File: config.mk
export PLATFORM = sky130hd
export DESIGN_NAME = uri_query_parser_flat
export DESIGN_NICKNAME = d
export VERILOG_FILES = /design/src/hw/rtl/uqp_pkg.sv /design/src/hw/rtl/uqp_if.sv /design/src/hw/rtl/uri_query_parser.sv /design/src/hw/rtl/uqp_decode.sv /design/src/hw/rtl/uqp_out_queue.sv /design/src/flat_wrapper.sv
export SDC_FILE = /design/constraint.sdc
export NUM_CORES = 1
export LEC_CHECK = 0
export ABC_CLOCK_PERIOD_IN_PS = 5150
export BUFFER_PORTS_ARGS = -buffer_cell sky130_fd_sc_hd__buf_2
export CAP_MARGIN = 20
export CORE_ASPECT_RATIO = 0.5
export CORE_MARGIN = 2
export CORE_UTILIZATION = 30
export CTS_BUF_LIST = sky130_fd_sc_hd__clkbuf_2
export CTS_CLUSTER_DIAMETER = 100
export DETAILED_ROUTE_END_ITERATION = 10
export PLACE_DENSITY = 0.5
export SLEW_MARGIN = 15
export SYNTH_ARGS = -nofsm -noshare
export SYNTH_HDL_FRONTEND = slang
export SYNTH_SLANG_ARGS = --single-unit
File: constraint.sdc
create_clock -name clk -period 5.15 [get_ports clk]
set_clock_uncertainty 0.15 [all_clocks]
set_input_delay 0.515 -clock clk [delete_from_list [all_inputs] [get_ports clk]]
set_output_delay 0.515 -clock clk [all_outputs]
set_load 0.02 [all_outputs]
File: src/hw/rtl/uqp_pkg.sv
// shared types, codes and helpers for the uri query parser
package uqp_pkg;

  // raw characters the parser reacts to
  localparam logic [7:0] CH_PCT   = 8'h25;
  localparam logic [7:0] CH_PLUS  = 8'h2B;
  localparam logic [7:0] CH_QMARK = 8'h3F;
  localparam logic [7:0] CH_AMP   = 8'h26;
  localparam logic [7:0] CH_EQ    = 8'h3D;
  localparam logic [7:0] CH_DOT   = 8'h2E;
  localparam logic [7:0] CH_SLASH = 8'h2F;
  localparam logic [7:0] CH_SPACE = 8'h20;

  // result kinds
  localparam logic [2:0] KIND_PATH    = 3'd0;
  localparam logic [2:0] KIND_NAME    = 3'd1;
  localparam logic [2:0] KIND_VALUE   = 3'd2;
  localparam logic [2:0] KIND_END_PAR = 3'd3;
  localparam logic [2:0] KIND_END_REQ = 3'd4;

  // escape progress
  localparam logic [1:0] ESC_NONE = 2'd0;
  localparam logic [1:0] ESC_HIGH = 2'd1;
  localparam logic [1:0] ESC_LOW  = 2'd2;

  // results one input byte can cause
  localparam int unsigned NUM_SLOTS = 3;

  typedef enum logic [2:0] {
    PH_PATH  = 3'b001,
    PH_NAME  = 3'b010,
    PH_VALUE = 3'b100
  } phase_t;

  typedef struct packed {
    logic [2:0] kind;
    logic [7:0] data;
    logic       status;
  } result_t;

  // up to three results of one input byte, in delivery order
  typedef struct packed {
    logic [NUM_SLOTS-1:0]           valid;
    result_t [NUM_SLOTS-1:0]        slot;
  } bundle_t;

  // {is_hex, nibble}
  function automatic logic [4:0] hex_decode(input logic [7:0] c);
    logic [4:0] r;
    r = 5'd0;
    if (c >= 8'h30 && c <= 8'h39) begin
      r = {1'b1, c[3:0]};
    end else if ((c >= 8'h61 && c <= 8'h66) || (c >= 8'h41 && c <= 8'h46)) begin
      r = {1'b1, c[3:0] + 4'd9};
    end
    return r;
  endfunction

endpackage

File: src/hw/rtl/uqp_if.sv
// valid/ready channel interfaces for the uri query parser

// input byte channel
interface uqp_in_if;
  logic       valid;
  logic       ready;
  logic [7:0] in_byte;
  logic       in_last;

  modport source (output valid, output in_byte, output in_last, input ready);
  modport sink (input valid, input in_byte, input in_last, output ready);
endinterface

// result channel
interface uqp_out_if;
  logic       valid;
  logic       ready;
  logic [2:0] out_kind;
  logic [7:0] out_byte;
  logic       out_status;
  logic       out_last;

  modport source (output valid, output out_kind, output out_byte, output out_status,
                  output out_last, input ready);
  modport sink (input valid, input out_kind, input out_byte, input out_status,
                input out_last, output ready);
endinterface

File: src/hw/rtl/uri_query_parser.sv
// top level of the streaming uri path and query parser
//
//   channel   dir   payload                                   transaction
//   in_ch     in    in_byte[7:0], in_last                     one uri byte
//   out_ch    out   out_kind[2:0], out_byte[7:0], out_status,  one result
//                   out_last
//
// a byte is decoded in the cycle it is accepted and its results land in the
// result register the next cycle; a new byte is taken every cycle while each
// byte causes at most one result and out_ch does not stall.
// the final byte of a uri can cause up to three results, which leave one per
// cycle while out_ch does not stall; the input waits until the last is taken.
// a stall on out_ch holds the result register and drops in_ch.ready once the
// remaining results would not drain this cycle.
// rst is synchronous and returns the parser to the start of a new uri.
module uri_query_parser
  import uqp_pkg::*;
(
  input  logic      clk,
  input  logic      rst,
  uqp_in_if.sink    in_ch,
  uqp_out_if.source out_ch
);

  bundle_t bundle;
  result_t head;
  logic    can_load;
  logic    accept;
  logic    head_last;

  assign in_ch.ready = can_load;
  assign accept      = in_ch.valid & can_load;

  uqp_decode u_decode (
    .clk     (clk),
    .rst     (rst),
    .accept  (accept),
    .in_byte (in_ch.in_byte),
    .in_last (in_ch.in_last),
    .bundle  (bundle)
  );

  uqp_out_queue u_out_queue (
    .clk       (clk),
    .rst       (rst),
    .load      (accept),
    .bundle_in (bundle),
    .can_load  (can_load),
    .out_valid (out_ch.valid),
    .out_ready (out_ch.ready),
    .head      (head),
    .head_last (head_last)
  );

  // result port
  assign out_ch.out_kind   = head.kind;
  assign out_ch.out_byte   = head.data;
  assign out_ch.out_status = head.status;
  assign out_ch.out_last   = head_last;

endmodule

File: src/hw/rtl/uqp_decode.sv
// parser state and per-byte decode into a bundle of up to three results
module uqp_decode
  import uqp_pkg::*;
(
  input  logic       clk,
  input  logic       rst,
  input  logic       accept,
  input  logic [7:0] in_byte,
  input  logic       in_last,
  output bundle_t    bundle
);

  phase_t     phase, phase_next;
  logic [1:0] escape_step, escape_step_next;
  logic [3:0] high_nibble, high_nibble_next;
  logic       path_started, path_started_next;
  logic       prev_was_dot, prev_was_dot_next;
  logic       path_bad, path_bad_next;
  logic       value_dropped, value_dropped_next;
  logic       segment_nonempty, segment_nonempty_next;

  logic [4:0] hex;
  logic       handled;
  logic       path_emit;
  logic [7:0] path_data;
  logic       req_bad;

  assign hex = hex_decode(in_byte);

  // next state and results for the byte at the input
  always_comb begin
    phase_next            = phase;
    escape_step_next      = escape_step;
    high_nibble_next      = high_nibble;
    path_started_next     = path_started;
    prev_was_dot_next     = prev_was_dot;
    path_bad_next         = path_bad;
    value_dropped_next    = value_dropped;
    segment_nonempty_next = segment_nonempty;
    handled   = 1'b0;
    path_emit = 1'b0;
    path_data = in_byte;
    req_bad   = 1'b0;
    bundle    = '0;

    unique case (phase)
      PH_PATH: begin
        // escape digits
        if (escape_step != ESC_NONE) begin
          if (hex[4]) begin
            handled = 1'b1;
            if (escape_step == ESC_HIGH) begin
              high_nibble_next = hex[3:0];
              escape_step_next = ESC_LOW;
            end else begin
              path_emit        = 1'b1;
              path_data        = {high_nibble, hex[3:0]};
              escape_step_next = ESC_NONE;
              high_nibble_next = 4'd0;
            end
          end else begin
            path_bad_next    = 1'b1;
            escape_step_next = ESC_NONE;
            high_nibble_next = 4'd0;
          end
        end
        // ordinary path byte
        if (!handled) begin
          if (in_byte == CH_PCT) begin
            escape_step_next = ESC_HIGH;
          end else if (in_byte == CH_PLUS) begin
            path_emit = 1'b1;
            path_data = CH_SPACE;
          end else if (in_byte == CH_QMARK) begin
            phase_next            = PH_NAME;
            segment_nonempty_next = 1'b0;
            value_dropped_next    = 1'b0;
          end else begin
            path_emit = 1'b1;
          end
        end
        // path checks on the decoded byte
        if (path_emit) begin
          if (!path_started) begin
            path_started_next = 1'b1;
            if (path_data != CH_SLASH) path_bad_next = 1'b1;
          end
          if (path_data == CH_DOT && prev_was_dot) path_bad_next = 1'b1;
          prev_was_dot_next = (path_data == CH_DOT);
          bundle.valid[0]   = 1'b1;
          bundle.slot[0]    = '{kind: KIND_PATH, data: path_data, status: 1'b0};
        end
      end
      PH_NAME: begin
        if (in_byte == CH_AMP) begin
          bundle.valid[0]       = segment_nonempty;
          bundle.slot[0]        = '{kind: KIND_END_PAR, data: 8'd0, status: 1'b0};
          segment_nonempty_next = 1'b0;
          escape_step_next      = ESC_NONE;
          high_nibble_next      = 4'd0;
          value_dropped_next    = 1'b0;
        end else if (in_byte == CH_EQ) begin
          segment_nonempty_next = 1'b1;
          phase_next            = PH_VALUE;
          value_dropped_next    = 1'b0;
          escape_step_next      = ESC_NONE;
          high_nibble_next      = 4'd0;
        end else begin
          segment_nonempty_next = 1'b1;
          bundle.valid[0]       = 1'b1;
          bundle.slot[0]        = '{kind: KIND_NAME, data: in_byte, status: 1'b0};
        end
      end
      PH_VALUE: begin
        if (in_byte == CH_AMP) begin
          bundle.valid[0]       = segment_nonempty;
          bundle.slot[0]        = '{kind: KIND_END_PAR, data: 8'd0, status: 1'b0};
          segment_nonempty_next = 1'b0;
          phase_next            = PH_NAME;
          escape_step_next      = ESC_NONE;
          high_nibble_next      = 4'd0;
          value_dropped_next    = 1'b0;
        end else if (value_dropped) begin
          // rest of a broken value is dropped
        end else if (escape_step != ESC_NONE) begin
          if (!hex[4]) begin
            value_dropped_next = 1'b1;
            escape_step_next   = ESC_NONE;
            high_nibble_next   = 4'd0;
          end else if (escape_step == ESC_HIGH) begin
            high_nibble_next = hex[3:0];
            escape_step_next = ESC_LOW;
          end else begin
            bundle.valid[0]  = 1'b1;
            bundle.slot[0]   = '{kind: KIND_VALUE, data: {high_nibble, hex[3:0]},
                                 status: 1'b0};
            escape_step_next = ESC_NONE;
            high_nibble_next = 4'd0;
          end
        end else if (in_byte == CH_PCT) begin
          escape_step_next = ESC_HIGH;
        end else begin
          bundle.valid[0] = 1'b1;
          bundle.slot[0]  = '{kind: KIND_VALUE,
                              data: (in_byte == CH_PLUS) ? CH_SPACE : in_byte,
                              status: 1'b0};
        end
      end
      default: begin
        phase_next = PH_PATH;
      end
    endcase

    // close the request on the final byte
    if (in_last) begin
      req_bad = path_bad_next | ~path_started_next |
                (phase_next == PH_PATH && escape_step_next != ESC_NONE);
      bundle.valid[1] = (phase_next != PH_PATH) && segment_nonempty_next;
      bundle.slot[1]  = '{kind: KIND_END_PAR, data: 8'd0, status: 1'b0};
      bundle.valid[2] = 1'b1;
      bundle.slot[2]  = '{kind: KIND_END_REQ, data: 8'd0, status: req_bad};
      phase_next            = PH_PATH;
      escape_step_next      = ESC_NONE;
      high_nibble_next      = 4'd0;
      path_started_next     = 1'b0;
      prev_was_dot_next     = 1'b0;
      path_bad_next         = 1'b0;
      value_dropped_next    = 1'b0;
      segment_nonempty_next = 1'b0;
    end
  end

  // state update on each accepted byte
  always_ff @(posedge clk) begin
    if (rst) begin
      phase            <= PH_PATH;
      escape_step      <= ESC_NONE;
      high_nibble      <= 4'd0;
      path_started     <= 1'b0;
      prev_was_dot     <= 1'b0;
      path_bad         <= 1'b0;
      value_dropped    <= 1'b0;
      segment_nonempty <= 1'b0;
    end else if (accept) begin
      phase            <= phase_next;
      escape_step      <= escape_step_next;
      high_nibble      <= high_nibble_next;
      path_started     <= path_started_next;
      prev_was_dot     <= prev_was_dot_next;
      path_bad         <= path_bad_next;
      value_dropped    <= value_dropped_next;
      segment_nonempty <= segment_nonempty_next;
    end
  end

endmodule

File: src/hw/rtl/uqp_out_queue.sv
// result register holding one bundle and sending its results one per cycle while out_ready is high
module uqp_out_queue
  import uqp_pkg::*;
(
  input  logic    clk,
  input  logic    rst,
  input  logic    load,
  input  bundle_t bundle_in,
  output logic    can_load,
  output logic    out_valid,
  input  logic    out_ready,
  output result_t head,
  output logic    head_last
);

  logic [NUM_SLOTS-1:0] mask, mask_next;
  result_t [NUM_SLOTS-1:0] slot;
  logic [NUM_SLOTS-1:0] head_sel;
  logic fire;

  // lowest pending slot goes first
  always_comb begin
    head_sel = '0;
    head     = slot[0];
    if (mask[0]) begin
      head_sel = 3'b001;
      head     = slot[0];
    end else if (mask[1]) begin
      head_sel = 3'b010;
      head     = slot[1];
    end else if (mask[2]) begin
      head_sel = 3'b100;
      head     = slot[2];
    end
  end

  assign out_valid = |mask;
  assign fire      = out_valid & out_ready;
  assign mask_next = fire ? (mask & ~head_sel) : mask;
  assign head_last = ((mask & ~head_sel) == '0);
  assign can_load  = (mask_next == '0);

  // pending mask
  always_ff @(posedge clk) begin
    if (rst) begin
      mask <= '0;
    end else if (load) begin
      mask <= bundle_in.valid;
    end else begin
      mask <= mask_next;
    end
  end

  // result payload
  always_ff @(posedge clk) begin
    if (load) begin
      slot <= bundle_in.slot;
    end
  end

endmodule

File: src/flat_wrapper.sv
// flat-port wrapper written by rule: the top's interface ports become plain ports
module uri_query_parser_flat import uqp_pkg::*;
  (clk, rst, in_ch_valid, in_ch_in_byte, in_ch_in_last, in_ch_ready, out_ch_valid, out_ch_out_kind, out_ch_out_byte, out_ch_out_status, out_ch_out_last, out_ch_ready);
  uqp_in_if in_ch_i ();
  uqp_out_if out_ch_i ();
  input  logic clk;
  input  logic rst;
  input wire logic [$bits(in_ch_i.valid)-1:0] in_ch_valid;
  input wire logic [$bits(in_ch_i.in_byte)-1:0] in_ch_in_byte;
  input wire logic [$bits(in_ch_i.in_last)-1:0] in_ch_in_last;
  output wire logic [$bits(in_ch_i.ready)-1:0] in_ch_ready;
  output wire logic [$bits(out_ch_i.valid)-1:0] out_ch_valid;
  output wire logic [$bits(out_ch_i.out_kind)-1:0] out_ch_out_kind;
  output wire logic [$bits(out_ch_i.out_byte)-1:0] out_ch_out_byte;
  output wire logic [$bits(out_ch_i.out_status)-1:0] out_ch_out_status;
  output wire logic [$bits(out_ch_i.out_last)-1:0] out_ch_out_last;
  input wire logic [$bits(out_ch_i.ready)-1:0] out_ch_ready;
  assign in_ch_i.valid = in_ch_valid;
  assign in_ch_i.in_byte = in_ch_in_byte;
  assign in_ch_i.in_last = in_ch_in_last;
  assign in_ch_ready = in_ch_i.ready;
  assign out_ch_valid = out_ch_i.valid;
  assign out_ch_out_kind = out_ch_i.out_kind;
  assign out_ch_out_byte = out_ch_i.out_byte;
  assign out_ch_out_status = out_ch_i.out_status;
  assign out_ch_out_last = out_ch_i.out_last;
  assign out_ch_i.ready = out_ch_ready;
  uri_query_parser u_core (.clk(clk), .rst(rst), .in_ch(in_ch_i), .out_ch(out_ch_i));
endmodule
==> results_dict.tcl, run 1 <==
set metrics [dict create \
    h-tree-depth 2 \
    synth_area_um2 2155 \
    ir_drop_mv 0.08790 \
    grt_pass1_vias 2084 \
    ys_seq_elements 29 \
    cts-root-buf "clkbuf_2" \
    routedWlPerCell_um 17.05 \
    grt_overflow 0 \
    p_clk_share_pct 26.2 \
    vias 2196 \
    synth-warning-count 0 \
    via_per_inst 5.616 \
    die_h_um 63.93 \
    swShare_pct 33.68 \
    drt-initial-drc-count 221 \
    synth.distinct_cells 64 \
    status "completed" \
    worstSetupPathType "input port to flop" \
    grt_pass1_wl_mm 10.80 \
    ys.flop_type "dfxtp_1" \
    cp.required_ns 5.18 \
    core_um2 6805 \
    start_util_pct 31.66 \
    port_buffers 27 \
    cellLeakagePower_nw 0.8992 \
    finalNetCount 315 \
    worst_slack_ns 1.855 \
    ioPinCount 28 \
    tightest_slew_ns 0.9202 \
    std_cell_rows 21 \
    dp_hpwl_mm 5.049 \
    place_ws_ns 1.508 \
    postSynthAreaPerCell_um2 7.778 \
    syn-num-nets 294 \
    p_switching_mw 0.1599 \
    synth_cells 277 \
    n_antenna_cell 0 \
    die_w_um 123.9 \
    mostFrequentLayoutCells "nor2_1 (38), nand2_1 (33), a21oi_1 (32), buf_2 (27), dfxtp_1 (17)" \
    fin_cells 391 \
    die_area_um2 7917 \
    startpoint_type "input port" \
    p_total_mw 0.4749 \
    layout_commonest_cell "nor2_1" \
    fin_crit_sh_pct 63.98 \
    combPwrFrac_pct 20.3 \
    worst-endpoint-arrival_ns 3.32 \
    synth_edf_count 12 \
    cts_resized 0 \
    grt_max_degree 23 \
    endpoint_kind "flop" \
    slew_viol_final 0 \
    cts_setup_buffers 0 \
    layout-drive-gt1-share_pct 16.05 \
    cts_buffers 5 \
    clock_latency_ns 0.40 \
    hold_class "input port to flop" \
    clock-sinks 29 \
    tritoncts "done" \
    period_needed_ns 3.295 \
    ys_seq_area_share_pct 32.52 \
    max_freq_mhz 303.5 \
    pwr-share-seq_pct 53.6 \
    gp_congestion 0.9392 \
    cts.hold.buffers_added 0 \
    whs_ns 0.1801 \
    powerDensity_nw_per_um2 199.1 \
    cts.clk_slew.worst_paths_ns 0.18 \
    setup_viol 0 \
    synth_async_sr_flop_share_pct 0 \
    final.setup.tns_ns 0 \
    hold_viol_final 0 \
    antenna_found_initial 0 \
    slew_headroom_pct 38.52 \
    p_int_mw 0.3149 \
    path_max_fanout 10 \
    first_pass_iters 4 \
    drv_cap 0 \
    antenna_left 0 \
    dp.cells 383 \
    clock_tree.buffer_depth 2 \
    syn_to_final_growth_pct 10.69 \
    rsz0062_at_grt "false" \
    wl_mm 6.665 \
    track_usage_pct 17.87 \
    drc 0 \
]
[kinds of logic after synthesis]
logic type               Yosys count  synth area share, %
AO/OA/AOI/OAI                     92                28.92
XOR/XNOR                           4                1.626
adder cells (fa/ha/maj)            4                2.323
buffers and inverters             21                4.239
flip-flops                        29                32.52
AND/OR/NAND/NOR                  127                30.37
[layer usage]
layer  up-vias  routed length [µm]  track usage, %
met5         -                   0               0
met4         0                 104           5.824
met3        13                 471           4.821
met2        67                2776           24.45
met1      1046                3313           26.60
li1       1070                   -               -
[cells in the mapped netlist (all sizes together), types with 2 or more instances]
| master | instances | share of area, % |
|---|---|---|
| a221oi | 2 | 0.81 |
| nand2b | 7 | 2.0 |
| a32oi | 3 | 1.2 |
| nand4 | 5 | 1.5 |
| nor3 | 6 | 1.4 |
| nor3b | 2 | 0.70 |
| dfxtp | 17 | 16 |
| ha | 4 | 2.3 |
| inv | 8 | 1.4 |
| a31oi | 2 | 0.58 |
| o21ai | 15 | 3.5 |
| nor2b | 3 | 0.99 |
| o2111ai | 2 | 0.81 |
| nand2 | 33 | 5.7 |
| clkbuf | 8 | 1.5 |
| or4b | 2 | 0.93 |
| a22o | 4 | 1.7 |
| o211ai | 5 | 1.7 |
| xnor2 | 4 | 1.6 |
| edfxtp | 12 | 17 |
| a211oi | 4 | 1.4 |
| nor2 | 38 | 6.6 |
| a21oi | 34 | 8.2 |
| and2 | 13 | 3.8 |
| or2 | 2 | 0.58 |
| buf | 5 | 1.4 |
| or3 | 2 | 0.58 |
| and3 | 3 | 0.87 |
| a31o | 2 | 0.81 |
| a2111oi | 2 | 1.1 |
| and4 | 4 | 1.7 |
| a21o | 2 | 0.70 |
| o21bai | 3 | 1.0 |
[power by group through the flow]
stage	clock network (mW)	registers, mW	logic (mW)
2_1_floorplan	0	0.258	0.0659
3_3_place_gp	0	0.259	0.0949
3_5_place_dp	0	0.260	0.0957
4_1_cts	0.131	0.255	0.0960
5_1_grt	0.141	0.256	0.106
6_report	0.124	0.254	0.0963
[critical path, stage by stage]
cell	delay [ns]
buf_2	0.19
inv_1	0.09
ha_1	0.26
o21bai_1	0.27
a21oi_1	0.20
a21oi_2	0.42
nor2b_1	0.13
o32a_1	0.36
or4b_1	0.51
a31oi_1	0.27
a21oi_1	0.11
[flip-flops by register name, summed over array words and instances, names as in the netlist]
signal,cells
u_core.u_decode.high_nibble,4
u_core.u_out_queue.slot,12
u_core.u_decode.phase,3
u_core.u_out_queue.mask,3
u_core.u_decode.escape_step,2
u_core.u_decode.path_bad,1
u_core.u_decode.path_started,1
u_core.u_decode.value_dropped,1
u_core.u_decode.segment_nonempty,1
u_core.u_decode.prev_was_dot,1
[final cells by class]
cell class | instances | area, µm²
clock inverter | 3 | 16.27
tap | 92 | 115.1
sequential | 29 | 700.7
clock buffer | 5 | 25.02
multi-input combinational | 227 | 1363
inverter | 8 | 30.03
fill | 751 | 4420
timing repair buffer | 27 | 135.1
[stage by stage]
step                      utilization (%)  instance area, µm²
after global placement              34.44                2344
final                               35.04                2385
after floorplan                         -                2155
after detailed placement            34.44                2344
after global routing                35.04                2385
after CTS                           35.04                2385
[worst paths after layout]
check,start,end,slack [ns],depth (start not counted)
setup / recovery,in_ch_in_byte[0],u_core.u_out_queue.slot[24]$_SDFFCE_PN0P_,1.85,11
setup reg to reg,u_core.u_decode.phase[2]$_SDFFE_PP0P_,u_core.u_out_queue.slot[24]$_SDFFCE_PN0P_,2.22,8
hold reg to reg,u_core.u_decode.high_nibble[0]$_SDFFE_PP0P_,u_core.u_decode.high_nibble[0]$_SDFFE_PP0P_,0.35,2
hold / removal,out_ch_ready,u_core.u_out_queue.mask[2]$_SDFF_PP0_,0.18,2
(Power assumes the default switching activity.)
==> run 2: changes to the inputs <==
Settings changed: ABC_CLOCK_PERIOD_IN_PS 5150 to 3100.
Clock period 5.15 ns to 3.1 ns, I/O delays scaled along.
==> run 2 against run 1 <==
Effect of this change:
- sequential power up 67%
- sequential share of layout area fell by 2.5 points
- first-iteration DRC count rose by 1.8%
- critical endpoint unchanged
==> results_dict.tcl, run 2 (synthesis gave the netlist of run 1 again) <==
set metrics [dict create \
    status "completed" \
    track_usage_pct 17.86 \
    multi_input_area_um2 1363 \
    powerDensity_nw_per_um2 343.6 \
    die_w_um 123.9 \
    grt_pass1_vias 2091 \
    fin_cells 416 \
    top_register "u_core.u_out_queue.slot" \
    die_h_um 63.93 \
    n_antenna_cell 0 \
    routedWlPerCell_um 16.18 \
    period_needed_ns 2.679 \
    dp_hpwl_mm 5.159 \
    cts_resized 0 \
    worstSetupPathType "flop to flop" \
    core_um2 6805 \
    slew_viol_final 0 \
    p_clk_share_pct 32.9 \
    antenna_left 0 \
    die_area_um2 7917 \
    slew_headroom_pct 44.28 \
    ioPinCount 28 \
    path_max_fanout 9 \
    ir_drop_mv 0.1767 \
    setup_viol 0 \
    final_util_pct 38.28 \
    reg_top3 "u_core.u_out_queue.slot: 12 flops, u_core.u_decode.high_nibble: 4 flops" \
    finalNetCount 340 \
    std_cell_rows 21 \
    whs_ns 0.05096 \
    h-tree-depth 2 \
    fillers 731 \
    syn_to_final_growth_pct 20.91 \
    cellLeakagePower_nw 1.025 \
    rsz0062_at_grt "false" \
    cts-root-buf "clkbuf_2" \
    endpoint_kind "flop" \
    clock-sinks 29 \
    p_total_mw 0.8950 \
    tightest_slew_ns 0.8147 \
    gp_congestion 0.9202 \
    wl_mm 6.732 \
    place_area_um2 2524 \
    grt_pass1_wl_mm 11.03 \
    clock_latency_ns 0.39 \
    vias 2251 \
    max_freq_mhz 373.3 \
    hold_viol_final 0 \
    tritoncts "done" \
    cp.required_ns 3.12 \
    final-seq-area_um2 700.7 \
    startpoint_type "flop" \
    final.setup.tns_ns 0 \
    finalInstanceArea_um2 2605 \
    first_pass_iters 5 \
    mostFrequentLayoutCells "nor2_1 (38), nand2_1 (33), a21oi_1 (32), buf_2 (27), buf_4 (24)" \
    worst_slack_ns 0.4211 \
    layout-drive-gt1-share_pct 22.22 \
    cts_buffers 5 \
    p_switching_mw 0.2733 \
    hold_class "input port to flop" \
    combPwrFrac_pct 19.9 \
    grt_max_degree 18 \
    fin_crit_sh_pct 86.42 \
    pwr-share-seq_pct 47.3 \
    drv_cap 0 \
    grt_overflow 0 \
    start_util_pct 31.66 \
    cts.clk_slew.worst_paths_ns 0.20 \
    dp.cells 407 \
    place_ws_ns 0.07475 \
    p_int_mw 0.6217 \
    drt-initial-drc-count 225 \
    drc 0 \
    swShare_pct 30.54 \
    largest_reg_flops 12 \
    via_per_inst 5.411 \
    worst-endpoint-arrival_ns 2.70 \
    port_buffers 27 \
    layout_commonest_cell "nor2_1" \
    antenna_found_initial 0 \
    clock_tree.buffer_depth 2 \
]
-- run 2: cell types whose count changed in the layout (fill, tap and decap cells not counted), sizes merged --
cell         previous run  this run
clkinvlp                0         1
bufinv                  0         1
buf                    27        51
clkinv                  2         1
inv                     9         8
dlygate4sd3             0         1
-- run 2: worst max-delay path, stage by stage, from the launching register on --
cell	delay, ns
dfxtp_1	0.55
or2_1	0.37
and4_1	0.24
a21oi_1	0.05
o32a_1	0.23
or4b_1	0.51
a31oi_1	0.26
a21oi_1	0.10
-- run 2: per-layer routing --
| layer | routed length, µm | part of all wire, % | vias to the layer above | track usage (%) |
|---|---|---|---|---|
| met5 | 0 | 0 | - | 0 |
| met1 | 3463 | 51 | 1049 | 27.07 |
| met4 | 85 | 1.3 | 0 | 5.114 |
| li1 | - | - | 1117 | - |
| met3 | 411 | 6.1 | 8 | 4.107 |
| met2 | 2771 | 41 | 77 | 24.73 |
-- run 2: final timing paths --
kind                                          startpoint                                           to  slack [ns]  cells after the start
max          u_core.u_decode.escape_step[0]$_SDFFE_PP0P_    u_core.u_out_queue.slot[24]$_SDFFCE_PN0P_        0.42                      7
min                                          in_ch_valid        u_core.u_out_queue.mask[2]$_SDFF_PP0_        0.05                      3
max reg2reg  u_core.u_decode.escape_step[0]$_SDFFE_PP0P_    u_core.u_out_queue.slot[24]$_SDFFCE_PN0P_        0.42                      7
min reg2reg  u_core.u_decode.high_nibble[0]$_SDFFE_PP0P_  u_core.u_decode.high_nibble[0]$_SDFFE_PP0P_        0.35                      2
-- run 2: what timing repair did --
item                      CTS  global route
buffers inserted            0             0
hold endpoints to repair    1             0
hold buffers                1             0
-- run 2: cell type report --
type                            count  area share, %
Multi-Input combinational cell    227          52.31
Timing Repair Buffer               52          12.49
Sequential cell                    29          26.90
Clock inverter                      3          1.777
Inverter                            8          1.153
Clock buffer                        5         0.9606
Tap cell                           92          4.419
-- run 2: power by group through the flow --
stage	Combinational (mW)	Sequential, mW	Clock [mW]
2_1_floorplan	0.109	0.428	0
3_3_place_gp	0.176	0.430	0
3_5_place_dp	0.176	0.431	0
4_1_cts	0.177	0.423	0.300
5_1_grt	0.195	0.425	0.320
6_report	0.178	0.423	0.294
==> run 3: changes to the inputs <==
Settings changed: BUFFER_PORTS_ARGS -buffer_cell sky130_fd_sc_hd__buf_2 to -buffer_cell sky130_fd_sc_hd__buf_4.
==> run 3 against run 2 <==
Effect of this change:
- clock-buffer cell count unchanged
- hold slack gained 0.053 ns
- global-route usage is 0.083 points higher
- critical path type unchanged
- largest power group unchanged
==> results_dict.tcl, run 3 (synthesis gave the netlist of run 1 again) <==
set metrics [dict create \
    status "completed" \
    drv_cap 0 \
    r2r-end "u_core.u_out_queue.slot[24]$_SDFFCE_PN0P_" \
    crit_path_end "u_core.u_out_queue.slot[24]$_SDFFCE_PN0P_" \
    track_usage_pct 17.94 \
    start_util_pct 31.66 \
    tightest_slew_ns 0.8859 \
    n_antenna_cell 0 \
    grt.met1_usage_pct 26.93 \
    max_freq_mhz 367.3 \
    ir_drop_mv 0.1330 \
    wl_mm 6.697 \
    ioPinCount 28 \
    grt_max_degree 18 \
    first_pass_iters 4 \
    place_area_um2 2569 \
    grt.busiest_layer "met1" \
    final_util_pct 38.44 \
    grt_use_met2_pct 25.21 \
    grt_pass1_vias 2109 \
    worst_slack_ns 0.3774 \
    startpoint "u_core.u_decode.escape_step[0]$_SDFFE_PP0P_" \
    cts_resized 0 \
    rsz0062_at_grt "false" \
    grt_pass1_wl_mm 10.96 \
    clock_tree.buffer_depth 2 \
    place_ws_ns 0.06897 \
    worstSetupPathType "flop to flop" \
    dp_hpwl_mm 5.150 \
    grt_overflow 0 \
    cts-root-buf "clkbuf_2" \
    std_cell_rows 21 \
    top_register "u_core.u_out_queue.slot" \
    cp.required_ns 3.06 \
    cts.hold.buffers_added 1 \
    hold_class "input port to flop" \
    finalInstanceArea_um2 2616 \
    antenna_found_initial 0 \
    die_w_um 123.9 \
    core_um2 6805 \
    layout-drive-gt1-share_pct 20.87 \
    fillers 717 \
    use_met3_pct 4.732 \
    reg2reg_from "u_core.u_decode.escape_step[0]$_SDFFE_PP0P_" \
    r2r_cells 6 \
    setup_viol 0 \
    drt-initial-drc-count 160 \
    routedWlPerCell_um 16.22 \
    die_h_um 63.93 \
    mostFrequentLayoutCells "buf_4 (48), nor2_1 (38), nand2_1 (33), a21oi_1 (32), dfxtp_1 (17)" \
    vias 2228 \
    clock_latency_ns 0.36 \
    slew_viol_final 0 \
    cts.clk_slew.worst_paths_ns 0.18 \
    syn_to_final_growth_pct 21.43 \
    port_buffers 27 \
    path_max_fanout 9 \
    cellLeakagePower_nw 1.021 \
    hold_viol_final 0 \
    die_area_um2 7917 \
    min_from "rst" \
    h-tree-depth 2 \
    endpoint_kind "flop" \
    clock-sinks 29 \
    via_per_inst 5.395 \
    final.setup.tns_ns 0 \
    cts_buffers 5 \
    layout_commonest_cell "buf_4" \
    slew_headroom_pct 39.41 \
    antenna_left 0 \
    startpoint_type "flop" \
    reg_top3 "u_core.u_out_queue.slot: 12 flops, u_core.u_decode.high_nibble: 4 flops" \
    powerDensity_nw_per_um2 305.7 \
    fin_crit_sh_pct 87.83 \
    cts_setup_buffers 0 \
    tritoncts "done" \
    gp_congestion 0.9708 \
    finalNetCount 337 \
    regToRegSetupSlack_ns 0.38 \
    drc 0 \
    worst-endpoint-arrival_ns 2.68 \
    period_needed_ns 2.723 \
    largest_reg_flops 12 \
]
-- run 3: changes by cell type in the layout (fill, tap and decap cells not counted), sizes merged --
cell      before  now
buf           51   48
clkinv         1    3
bufinv         1    0
clkinvlp       1    0
-- run 3: layout make-up --
class                           instances  area (µm²)  share of cell area [%]
Sequential cell                        29       700.7                   26.78
Tap cell                               92       115.1                   4.400
Clock inverter                          3       12.51                  0.4782
Inverter                                8       30.03                   1.148
Clock buffer                            5       25.02                  0.9565
Multi-Input combinational cell        227        1363                   52.08
Timing Repair Buffer                   49       370.4                   14.16
-- run 3: how the worst min path moves through the flow --
stage | slack [ns] | depth (start not counted) | endpoint
6_report | 0.10 | 2 | u_core.u_decode.path_bad$_SDFFE_PP0P_
4_1_cts | 0.08 | 2 | u_core.u_decode.path_bad$_SDFFE_PP0P_
5_1_grt | 0.06 | 2 | u_core.u_decode.path_bad$_SDFFE_PP0P_
3_3_place_gp | 0.33 | 2 | u_core.u_decode.high_nibble[0]$_SDFFE_PP0P_
2_1_floorplan | 0.26 | 0 | u_core.u_out_queue.slot[21]$_DFFE_PP_
3_5_place_dp | 0.34 | 2 | u_core.u_decode.high_nibble[0]$_SDFFE_PP0P_
-- run 3: power by group --
part | switching (mW) | internal, mW | leakage [nW]
Sequential | 0.00762 | 0.415 | 0.253
Clock | 0.140 | 0.0495 | 0.0278
Combinational | 0.108 | 0.0797 | 0.740
-- run 3: metal layers --
layer / vias to the layer above / share of wire (%)
met5: - / 0
met4: 0 / 0.85
met3: 4 / 6.0
met2: 60 / 41
met1: 1054 / 53
li1: 1110 / -
-- run 3: worst max-delay path: stages, from the launching register on --
cell     delay [ns]
dfxtp_1        0.57
or2b_2         0.38
nor2b_1        0.15
o32a_1         0.32
or4b_1         0.53
a31oi_1        0.27
a21oi_1        0.10
-- run 3: metrics by stage --
| stage | cells | power [mW] | hold slack (ns) |
|---|---|---|---|
| detailed placement | 404 | 0.6176 | 0.3405 |
| global placement | 404 | 0.6176 | 0.3296 |
| finish | 413 | 0.7997 | 0.1041 |
| floorplan | 277 | 0.5376 | 0.2589 |
| CTS | 413 | 0.8140 | 0.07629 |
| global route | 413 | 0.8538 | 0.06010 |
